$ cat src/design/gfau_pkg.sv
// Shared types, operation codes and GF(2^8) helper functions for the
// arithmetic unit (reduction polynomial 0x11D). No dependencies.
package gfau_pkg;

    localparam int unsigned ElemW = 8;
    localparam int unsigned FuncW = 3;
    localparam int unsigned ProdW = 2 * ElemW - 1;
    localparam logic [ElemW:0] GfPoly = 9'h11D;

    typedef enum logic [FuncW-1:0] {
        FN_ADD = 3'd0,
        FN_DBL = 3'd1,
        FN_MUL = 3'd2,
        FN_SQR = 3'd3,
        FN_INV = 3'd4
    } t_func;

    typedef logic [ElemW-1:0] t_elem;

    // Input stage contents
    typedef struct packed {
        logic [FuncW-1:0] func;
        t_elem            a;
        t_elem            b;
    } t_in;

    // Working stage contents; v is the running value (final result when !inv)
    typedef struct packed {
        logic  inv;
        t_elem a;
        t_elem p3;
        t_elem v;
    } t_stage;

    function automatic t_elem gf_reduce(logic [ProdW-1:0] v);
        logic [ProdW-1:0] t;
        t = v;
        for (int i = ProdW - 1; i >= ElemW; i--) begin
            if (t[i]) begin
                t = t ^ (ProdW'(GfPoly) << (i - ElemW));
            end
        end
        return t[ElemW-1:0];
    endfunction

    function automatic t_elem gf_mul(t_elem a, t_elem b);
        logic [ProdW-1:0] acc;
        acc = '0;
        for (int i = 0; i < ElemW; i++) begin
            if (b[i]) begin
                acc = acc ^ (ProdW'(a) << i);
            end
        end
        return gf_reduce(acc);
    endfunction

    // Squaring is linear: spread bits, then reduce
    function automatic t_elem gf_sqr(t_elem a);
        logic [ProdW-1:0] s;
        s = '0;
        for (int i = 0; i < ElemW; i++) begin
            s[2*i] = a[i];
        end
        return gf_reduce(s);
    endfunction

    function automatic t_elem gf_dbl(t_elem a);
        return gf_reduce(ProdW'({a, 1'b0}));
    endfunction

endpackage

$ cat src/design/gf256_arithmetic_unit_core.sv
// GF(2^8) arithmetic unit core: add, double, multiply, square, inverse.
// Five-stage pipeline; depends on gfau_pkg.
//
//  channel | valid    | stall    | payload
//  --------+----------+----------+------------------------------------------
//  in      | i_valid  | o_stall  | i_func, i_operand_a, i_operand_b
//  out     | o_valid  | i_stall  | o_result
//
// One transaction per cycle sustained while i_stall is low; every opcode takes the same path.
// Inverse is a^254: one GF multiply per stage in stages 1-4 sets the depth.
// Reset (synchronous, active low) empties the pipeline; no clearing pass.
// A stalled output holds; bubbles are squeezed out, so o_stall rises only
// when all five stages are full and i_stall is high.
module gf256_arithmetic_unit_core
    import gfau_pkg::*;
(
    input  logic             i_clk,
    input  logic             i_rst_n,
    input  logic             i_valid,
    output logic             o_stall,
    input  logic [FuncW-1:0] i_func,
    input  logic [ElemW-1:0] i_operand_a,
    input  logic [ElemW-1:0] i_operand_b,
    output logic             o_valid,
    input  logic             i_stall,
    output logic [ElemW-1:0] o_result
);

    localparam int unsigned NStg = 5;

    logic [NStg-1:0] r_vld;
    logic [NStg-1:0] w_rdy;

    t_in    r_in;
    t_stage r_s1, r_s2, r_s3, r_s4;
    t_stage n_s1, n_s2, n_s3, n_s4;

    // Stage k advances when empty or when the stage after it advances
    always_comb begin
        w_rdy[NStg-1] = !r_vld[NStg-1] || !i_stall;
        for (int k = NStg - 2; k >= 0; k--) begin
            w_rdy[k] = !r_vld[k] || w_rdy[k+1];
        end
    end

    assign o_stall  = !w_rdy[0];
    assign o_valid  = r_vld[NStg-1];
    assign o_result = r_s4.v;

    // Stage 1: all single-step ops finish here; inverse starts with a^3
    always_comb begin
        n_s1.inv = 1'b0;
        n_s1.a   = r_in.a;
        n_s1.p3  = '0;
        unique case (r_in.func)
            FN_ADD:  n_s1.v = r_in.a ^ r_in.b;
            FN_DBL:  n_s1.v = gf_dbl(r_in.a);
            FN_MUL:  n_s1.v = gf_mul(r_in.a, r_in.b);
            FN_SQR:  n_s1.v = gf_sqr(r_in.a);
            FN_INV: begin
                n_s1.inv = 1'b1;
                n_s1.v   = gf_mul(gf_sqr(r_in.a), r_in.a);
                n_s1.p3  = n_s1.v;
            end
            default: n_s1.v = '0;
        endcase
    end

    // Stage 2: a^15
    always_comb begin
        n_s2 = r_s1;
        if (r_s1.inv) begin
            n_s2.v = gf_mul(gf_sqr(gf_sqr(r_s1.v)), r_s1.p3);
        end
    end

    // Stage 3: a^63
    always_comb begin
        n_s3 = r_s2;
        if (r_s2.inv) begin
            n_s3.v = gf_mul(gf_sqr(gf_sqr(r_s2.v)), r_s2.p3);
        end
    end

    // Stage 4: a^127 then a^254
    always_comb begin
        n_s4 = r_s3;
        if (r_s3.inv) begin
            n_s4.v = gf_sqr(gf_mul(gf_sqr(r_s3.v), r_s3.a));
        end
    end

    always_ff @(posedge i_clk) begin
        if (!i_rst_n) begin
            r_vld <= '0;
        end else begin
            if (w_rdy[0]) begin
                r_vld[0] <= i_valid;
            end
            for (int k = 1; k < NStg; k++) begin
                if (w_rdy[k]) begin
                    r_vld[k] <= r_vld[k-1];
                end
            end
        end
    end

    always_ff @(posedge i_clk) begin
        if (w_rdy[0]) begin
            r_in.func <= i_func;
            r_in.a    <= i_operand_a;
            r_in.b    <= i_operand_b;
        end
        if (w_rdy[1]) begin
            r_s1 <= n_s1;
        end
        if (w_rdy[2]) begin
            r_s2 <= n_s2;
        end
        if (w_rdy[3]) begin
            r_s3 <= n_s3;
        end
        if (w_rdy[4]) begin
            r_s4 <= n_s4;
        end
    end

`ifndef SYNTH
    // Backpressure only when every stage holds a transaction
    a_stall_full: assert property (@(posedge i_clk) disable iff (!i_rst_n)
        o_stall |-> (&r_vld))
        else $error("o_stall with an empty pipeline stage");

    // An accepted transaction lands in the input stage
    a_accept_lands: assert property (@(posedge i_clk) disable iff (!i_rst_n)
        (i_valid && !o_stall) |=> r_vld[0])
        else $error("accepted transaction lost at input stage");

    // Stalled output transaction is not dropped
    a_out_hold: assert property (@(posedge i_clk) disable iff (!i_rst_n)
        (o_valid && i_stall) |=> o_valid)
        else $error("stalled output dropped");

    // Non-inverse results pass stage 2 untouched
    a_pass_thru: assert property (@(posedge i_clk) disable iff (!i_rst_n)
        (r_vld[1] && !r_s1.inv && w_rdy[2]) |=> (r_s2.v == $past(r_s1.v)))
        else $error("non-inverse value altered in stage 2");
`endif

endmodule
$ cat config.mk
export PLATFORM = sky130hd
export DESIGN_NAME = gf256_arithmetic_unit_core
export DESIGN_NICKNAME = d
export VERILOG_FILES = /design/src/design/gfau_pkg.sv /design/src/design/gf256_arithmetic_unit_core.sv
export SDC_FILE = /design/constraint.sdc
export NUM_CORES = 1
export LEC_CHECK = 0
export BUFFER_PORTS_ARGS = -buffer_cell sky130_fd_sc_hd__buf_2
export CAP_MARGIN = 20
export CORE_MARGIN = 3
export CORE_UTILIZATION = 65
export CTS_CLUSTER_SIZE = 10
export DETAILED_ROUTE_END_ITERATION = 8
export GPL_TIMING_DRIVEN = 0
export HOLD_SLACK_MARGIN = 0.15
export PLACE_DENSITY_LB_ADDON = 0.08
export SETUP_SLACK_MARGIN = 0.15
export SYNTH_ARGS = -nofsm -noshare
export SYNTH_HDL_FRONTEND = slang
export SYNTH_SLANG_ARGS = --single-unit
$ cat constraint.sdc
create_clock -name i_clk -period 3.8 [get_ports i_clk]
set_clock_uncertainty 0.1 [all_clocks]
set_input_delay 0.76 -clock i_clk [delete_from_list [all_inputs] [get_ports i_clk]]
set_output_delay 0.76 -clock i_clk [all_outputs]
set_load 0.1 [all_outputs]
==> results of run 1 <==
## per-stage QoR
step	setup TNS (ns)	hold WS (ns)	utilization, %	instances	cell area [um2]
floorplan	0	0.300	-	1195	10200
global placement	0	0.301	69.7	1438	10600
detailed placement	-0.0283	0.305	69.7	1438	10600
CTS	0	0.315	71.7	1454	10900
global route	0	0.316	72.0	1455	11000
finish	0	0.312	72.0	1455	11000
## critical path: cells and delay by family, from the launching register on
family	cells	cell delay, ns
flip-flops	1	0.48
XOR/XNOR	6	1.80
buffers and inverters	1	0.31
AND/OR/NAND/NOR	1	0.14
adder cells (fa/ha/maj)	1	0.32
AO/OA/AOI/OAI	1	0.10
## sequential cells by signal (all words and copies together) (netlist names)
| signal | count |
|---|---|
| n_s2 | 17 |
| n_s3 | 17 |
| r_s3 | 8 |
| r_vld | 5 |
| r_s1 | 8 |
| n_s1 | 8 |
| r_s2 | 8 |
| o_result | 8 |
| n_s4 | 9 |
| r_in | 11 |
## area by class of cell
cell class / instances / area [um2]
timing repair buffer: 33 / 188
clock inverter: 7 / 66.3
multi-input combinational: 971 / 6810
tap: 211 / 264
buffer: 101 / 427
sequential: 99 / 2920
fill: 1168 / 4270
clock buffer: 9 / 225
inverter: 24 / 91.3
## worst max path at each step
stage,end,cells after the start,slack (ns)
after floorplan,o_stall,4,0.30
after detailed placement,r_s1[7],12,-0.03
final,r_s1[3],10,0.27
after global routing,r_s1[3],10,0.11
after CTS,r_s1[7],12,0.19
after global placement,r_s1[7],12,0.07
## power by group through the flow
stage | Sequential, W | Combinational (W) | Clock (W)
after detailed placement | 0.00166 | 0.00950 | 0
after CTS | 0.00164 | 0.00962 | 0.000911
final | 0.00164 | 0.00967 | 0.000897
after floorplan | 0.00192 | 0.00787 | 0
after global routing | 0.00166 | 0.0104 | 0.000945
after global placement | 0.00165 | 0.00942 | 0
## layout by cell type (no fill, tap or decap), types with 6 or more instances in the layout
| master | n |
|---|---|
| sky130_fd_sc_hd__nand2_1 | 288 |
| sky130_fd_sc_hd__xnor2_1 | 249 |
| sky130_fd_sc_hd__edfxtp_1 | 94 |
| sky130_fd_sc_hd__xor2_1 | 76 |
| sky130_fd_sc_hd__clkbuf_1 | 53 |
| sky130_fd_sc_hd__buf_2 | 52 |
| sky130_fd_sc_hd__a21oi_1 | 51 |
| sky130_fd_sc_hd__nor2_1 | 46 |
| sky130_fd_sc_hd__o21ai_0 | 46 |
| sky130_fd_sc_hd__inv_1 | 22 |
| sky130_fd_sc_hd__xnor3_1 | 21 |
| sky130_fd_sc_hd__buf_1 | 14 |
| sky130_fd_sc_hd__nand3_1 | 13 |
| sky130_fd_sc_hd__mux2i_1 | 13 |
| sky130_fd_sc_hd__a22oi_1 | 12 |
| sky130_fd_sc_hd__clkbuf_2 | 12 |
| sky130_fd_sc_hd__nand2b_1 | 11 |
| sky130_fd_sc_hd__mux2_2 | 11 |
| sky130_fd_sc_hd__nor2b_1 | 10 |
| sky130_fd_sc_hd__o22ai_1 | 9 |
| sky130_fd_sc_hd__xnor2_2 | 9 |
| sky130_fd_sc_hd__clkbuf_16 | 9 |
| sky130_fd_sc_hd__nor3_1 | 8 |
| sky130_fd_sc_hd__a211oi_1 | 6 |
| sky130_fd_sc_hd__o211ai_1 | 6 |
## metal layers
layer / up-vias / GRT usage [%]
met2: 322 / 46.3
met4: 0 / 9.57
met5: - / 0
met1: 4017 / 37.4
li1: 4049 / -
met3: 53 / 3.06
## cell families after synthesis
group	count (synthesis)
DFF	99
AOI/OAI and AO/OA	178
buffers and inverters	125
xor gates and xnor gates	362
muxes	29
adders and majority gates	4
and+or+nand+nor	398
==> flow_results.org, run 1 <==
** Status
- The run finished with clean final reports.

** Layout
- Share of final-layout standard cells stronger than drive strength 1 :: 9.49%
- Relative area change from synthesis to final layout :: 7.71%
- The number of antenna diodes in the final layout is 0.
- Final layout net count :: 1266

** Yosys
- After synthesis, the cell types taking the most area are sky130_fd_sc_hd__edfxtp_1, sky130_fd_sc_hd__xnor2_1, sky130_fd_sc_hd__nand2_1.
- Syn_nets :: 1222
- Synthesis handed over a netlist of 1195 instances.
- Mapped Area :: 10200 um2
- Basic-gate share of the synthesized area counting and, or, nand and nor cells :: 16.1%
- The top cell type by area accounts for 27.7% of the synthesized area.
- Among all cell types in the netlist, the one instantiated most often is sky130_fd_sc_hd__nand2_1.
- Fraction of the yosys area taken by sequential cells :: 28.6%
- After synthesis, the share of cell area in mux cells is 3.59%.
- Number of different library cells in the post-synthesis netlist :: 62
- The synthesized netlist devotes 11.0% of its cell area to compound gates.
- In the synthesized netlist the dominant register cell turns out to be sky130_fd_sc_hd__edfxtp_1.
- Most frequent cells after synthesis :: sky130_fd_sc_hd__nand2_1, sky130_fd_sc_hd__xnor2_1, sky130_fd_sc_hd__edfxtp_1, sky130_fd_sc_hd__xor2_1, sky130_fd_sc_hd__clkbuf_1
- Async set-reset flop share out of synthesis :: 0%
- Main combinational cell family by area after synthesis :: XOR/XNOR gates
- sky130_fd_sc_hd__edfxtp_1 takes more of the synthesized area than any other cell.
- After synthesis, the mean cell area works out to 8.54 um2.
- The synthesized netlist devotes 0.490% of its cell area to adder and majority cells.
- Yosys mapped a number of flops with a built-in enable equal to 94.
- Yosys printed 0 warnings.
- Synthesis inferred 99 register bits.
- Xor and xnor area share after synthesis :: 35.3%

** Min path
- Hold Path Origin :: n_s2[18]
- Min-Delay Endpoint :: n_s3[18]
- Class of the tightest hold or removal check :: reg -> reg
- Counting instances, the worst hold path has a depth of 0.

** Timing
- The total count of hold-check failures in the final report was 0.
- Derived from the worst setup path, the maximum achievable clock frequency is 0.283 GHz.
- Setup repair after global routing could not meet its margin everywhere.
- The worst pin sits at a relative slew slack of 36.6%.
- Setup violations remaining at the end of the flow were counted as 0.
- The worst path in the final design needs a cycle of 3.53 ns, including I/O delays and setup.
- Once routing completed, OpenROAD measured the worst setup slack at 0.268 ns.
- The final critical path takes up 93.0% of the cycle.
- Slew Viols, Final :: 0
- Transition time of the tightest slew-check pin :: 0.950 ns

** Placed design
- OpenSTA, run right after detailed placement, puts the worst setup slack at -0.0283 ns.
- Buffers on Ports :: 32
- Routability-driven placement congestion ratio :: 0.986
- Once detailed placement completed, the half-perimeter wirelength came to 17600 um.

** Drt
- Dividing the detail-routed wire length by the instance count gives 16.5 um.
- After the first detailed-routing iteration, the DRC count stood at 911.
- Total routed wirelength :: 24000 um
- The routed design uses 1400 um of met3 wire.
- Met1 WL :: 10400 um
- Detailed routing placed a total of 11700 um of wire on met2.
- The highest metal layer carrying signal wires in the routed design is met4.
- Final antenna-violating net count :: 0
- After detailed routing, the number of vias per cell comes to 5.80.
- For this run, design rule violations remaining after detail routing come to 0.
- Count of vias placed by the detailed router :: 8441
- First-pass DRT Iterations :: 7

** Critical path
- The slowest stage of the critical path belongs to the cell sky130_fd_sc_hd__xor2_1.
- In this run the worst path has a maximum fanout of 7.
- The worst register-to-register path has a depth of 10.
- Type of element launching the critical path :: flip-flop
- Reg2Reg Capture Point :: r_s1[3]
- Critical path arrival :: 3.52 ns
- The worst setup path is captured at a flip-flop.
- Type of the worst setup path :: reg -> reg
- Tracing the worst setup path back leads to its startpoint at n_s1[18].
- For the worst setup path, the data required time is 3.79 ns.
- Setup slack, reg-to-reg :: 0.27 ns
- The signal on the critical path passes through ha_1 -> clkbuf_1 -> xnor2_1 -> xor2_1 -> nand2_1 -> xnor2_1 -> xnor2_1 -> xor2_1 -> xor2_1 -> o22ai_1.
- The worst register-to-register path begins at n_s1[18].
- Crit-path max cell delay :: 0.55 ns

** Floorplan
- For this configuration, the core starts out at a cell density of 66.9%.
- Site Rows :: 45
- The floorplan step set the die height to 131 um.
- The die covers 17200 um2.
- The floorplan step set the die width to 131 um.
- Core box area :: 15300 um2
- During I/O placement, the number of pins put on the boundary was 33.

** CTS
- Post-CTS timing repair inserted 0 buffers for setup.
- Number of sinks driven by the clock tree :: 99
- In this run, post-CTS repair resized a total of 5 instances.
- Post-cts hold buffer count :: 0
- CTS placed an instance of sky130_fd_sc_hd__clkbuf_16 at the clock tree root.
- Later-pin clock latency in the skew report :: 0.36 ns
- Clock-pin slew was measured on the worst setup and hold paths at 0.08 ns.
- Number of buffers inserted during clock tree synthesis :: 9
- Number of buffers on the longest clock path :: 2
- In this run the number of H-tree levels came out at 3.
- TritonCTS built the clock tree.

** Global routing
- Global routing used 27.6% of the available tracks.
- Number of antenna violations at the first check in global routing :: 0
- Entering global routing, the biggest net connects 26 pins.
- Wire length of the first global-routing pass :: 39400 um
- The number of global-route vias before repair is 7823.
- For this run the aggregate overflow at the end of global routing stands at 0.

** Pwr
- In this run, the clock network consumes 7.4% of the power.
- In this run the static leakage power is 4.18 nW.
- Net Sw Frac :: 45.3%
- The design draws 0.0122 W.
- IR Drop Worst-Case VDD :: 1.07 mV
- Cell internal power was estimated by the tool at 0.00667 W.
- For this design the ratio of total power to cell area is 1110 nW/um2.
- Switch Pwr :: 0.00553 W
- Combinational cells account for 79.2% of the total power.
- Sequential cells burn 13.4% of the power.

** Run
- The tool flagged a number of max-cap violations equal to 0.
(Power assumes the default switching activity.)
==> run 2, diff against run 1 <==
CORE_UTILIZATION = 49   (was 65)
==> run 2 against run 1 <==
Effect of this change: total power rose by 1.9%; die area up 31%; via count shrank 4.0%; routed wire length increased by 2.5%; final area up 1.3%; sequential power hardly changed; first-iteration DRC count decreased by 41%; global-route usage fell by 5.6 points; combinational power up 2%; final cell count is 4.1% higher; utilization shrank 17 points.
==> flow_results.org, run 2 (same netlist as run 1, synthesis figures left out) <==
** Global routing
- Wire length of the first global-routing pass :: 39600 um (+0.53%)
- Number of antenna violations at the first check in global routing :: 0 (unchanged)
- All-layer global routing usage :: 22.0% (-5.6 points)
- The maximum number of pins on one net before global-route repair is 26 (unchanged).
- Via count of the first global-routing pass :: 7527 (-3.8%)
- The global-route congestion overflow total was 0 (unchanged).

** Critical path
- The critical path starts at n_s1[22].
- The highest net fanout along the worst path came to 10 (+3).
- By startpoint and endpoint, the worst setup path is classified as reg -> reg.
- Worst r2r src :: n_s1[22]
- STA classifies the critical path endpoint as a flip-flop.
- Critical path arrival :: 3.49 ns (-0.03 ns)
- The data required time of the critical path is 3.78 ns (about the same).
- Crit-path max cell delay :: 0.44 ns (-0.11 ns)
- Critical-path cell list :: clkbuf_2 -> xnor2_2 -> xnor2_2 -> ha_1 -> inv_1 -> o21ai_0 -> a21oi_1 -> o32ai_1 -> a222oi_1 -> xnor2_1 -> xnor2_1 -> o2bb2ai_1
- The slowest stage of the critical path is the sky130_fd_sc_hd__edfxtp_1 cell.
- Type of element launching the critical path :: flip-flop

** Drt
- Detailed-route DRC error count :: 0 (unchanged)
- The number of DRC markers in iteration 0 is 534 (-41%).
- The average via count per standard cell came to 5.35 (-7.7%).
- Count of vias placed by the detailed router :: 8105 (-4.0%)
- The sum of routed wire length over all layers came to 24600 um (+2.5%).
- The residual antenna-violating net count after detailed routing came to 0 (unchanged).
- First-pass DRT Iterations :: 5 (-2)
- Routed wirelength normalized by instance count :: 16.3 um (-1.5%)

** Layout
- Register Area :: 2920 um2 (unchanged)
- The count of non-filler cells in the finished layout was 1514 (+4.1%).
- The count of nets after finishing is 1266 (unchanged).
- Leading cell type in the layout, fill and taps excluded :: sky130_fd_sc_hd__nand2_1
- Area used by multi-input combinational logic :: 6860 um2 (+0.77%)
- Fill cells :: 1929 (+65%)
- The top cell types in the final layout, fill and taps aside, are sky130_fd_sc_hd__nand2_1, sky130_fd_sc_hd__xnor2_1, sky130_fd_sc_hd__edfxtp_1.
- Relative area change from synthesis to final layout :: 9.13%
- The fraction of final layout cells sized beyond drive strength 1 is 10.1% (+0.64 points).
- The antenna diode instance count came to 0 (unchanged).

** Run
- The total of max-cap violations was 0 (unchanged).

** CTS
- Post-cts hold buffer count :: 0 (unchanged)
- The number of H-tree levels was 3 (unchanged).
- Clock tree synthesis selected as its root buffer the cell sky130_fd_sc_hd__clkbuf_16.
- Number of buffers inserted during clock tree synthesis :: 9 (unchanged)
- Later-pin clock latency in the skew report :: 0.35 ns (about the same)
- Number of buffers on the longest clock path :: 2 (unchanged)
- Worst-path clk slew :: 0.07 ns (about the same)
- CTS tree :: built
- The number of clock sinks seen by CTS is 99 (unchanged).

** Status
- Result of the run :: finished, final reports clean

** Min path
- Hold Path Origin :: n_s3[17]
- Class of the tightest hold or removal check :: reg -> reg

** Timing
- Hold Fails Final Rpt :: 0 (unchanged)
- Slew Viols, Final :: 0 (unchanged)
- Final number of setup-violating endpoints :: 0 (unchanged)
- Highest achievable clock rate :: 0.285 GHz (+0.70%)
- Worst hold margin :: 0.319 ns (+0.00612 ns)
- RSZ-0062 raised after global routing :: yes
- Shortest clock period the worst path allows after layout :: 3.51 ns (-0.0244 ns)
- Tightest slew margin relative to the limit :: 37.9% (+1.3 points)
- The fraction of the cycle the final worst path needs came to 92.3% (-0.64 points).
- Transition time of the tightest slew-check pin :: 0.930 ns (-0.0191 ns)

** Floorplan
- Die outline width :: 150 um (+14%)
- The height of the die is 150 um (+14%).
- The boundary pin count is 33 (unchanged).
- The area of the core was 20400 um2 (+33%).
- Site Rows :: 52 (+16%)
- Initial core utilization :: 50.1% (-17 points)
- Die footprint :: 22600 um2 (+31%)

** Placed design
- Detailed placement HPWL :: 18400 um (+4.2%)
- Cell total after placement :: 1497 (+4.1%)
- The last weighted congestion value of the routability-driven placer was 0.934 (-5.2%).
- Buffers on Ports :: 32 (unchanged)

** Pwr
- The power per standard cell area came to 1120 nW/um2 (+0.55%).
- Leak :: 4.22 nW (+0.95%)
- IR Drop Worst-Case VDD :: 1.41 mV (+32%)
-- run 2: final timing paths --
check / slack, ns / end / cells after the start
max: 0.29 / r_s1[7] / 12
min: 0.32 / n_s4[17] / 0
min reg2reg: 0.32 / n_s4[17] / 0
max reg2reg: 0.29 / r_s1[7] / 12
-- run 2: layout make-up --
class / instances / area share (%)
buffer: 101 / 3.85
tap: 270 / 3.03
inverter: 24 / 0.820
multi-input combinational: 971 / 61.6
sequential: 99 / 26.2
clock inverter: 6 / 0.708
clock buffer: 10 / 2.06
timing repair buffer: 33 / 1.69
-- run 2: per-layer routing --
metal | vias up | part of all wire (%) | track usage [%]
li1 | 4051 | - | -
met1 | 3807 | 45 | 29.3
met2 | 215 | 49 | 37.6
met3 | 32 | 4.6 | 3.01
met4 | 0 | 1.7 | 5.99
met5 | - | 0 | 0
-- run 2: worst max-delay path, delay by kind of cell, from the launching register on --
family                   cells  cell delay, ns
AO/OA/AOI/OAI                5            0.87
adder cells (fa/ha/maj)      1            0.34
flip-flops                   1            0.44
XOR/XNOR                     4            0.93
buffers and inverters        2            0.53
-- run 2: power by group --
part | internal [W] | total [W] | switching [W]
Combinational | 0.00482 | 0.00986 | 0.00504
Sequential | 0.00149 | 0.00163 | 0.000144
Clock | 0.000526 | 0.000943 | 0.000417
Total | 0.00683 | 0.0124 | 0.00560
-- run 2: metrics by stage --
step / area (um2) / setup TNS (ns) / util, % / power, W / worst slack (ns)
global placement: 10700 / -0.216 / 52.6 / 0.0113 / -0.133
detailed placement: 10700 / -0.116 / 52.6 / 0.0113 / -0.0906
CTS: 11000 / 0 / 54.1 / 0.0123 / 0.112
finish: 11100 / 0 / 54.7 / 0.0124 / 0.292
global route: 11100 / 0 / 54.7 / 0.0133 / 0.0911
floorplan: 10200 / 0 / - / 0.00979 / 0.297
-- run 2: repair_timing --
item / CTS / global route
buffers inserted: 0 / 0
gates resized for setup: 6 / 27
setup endpoints to repair: 8 / 19
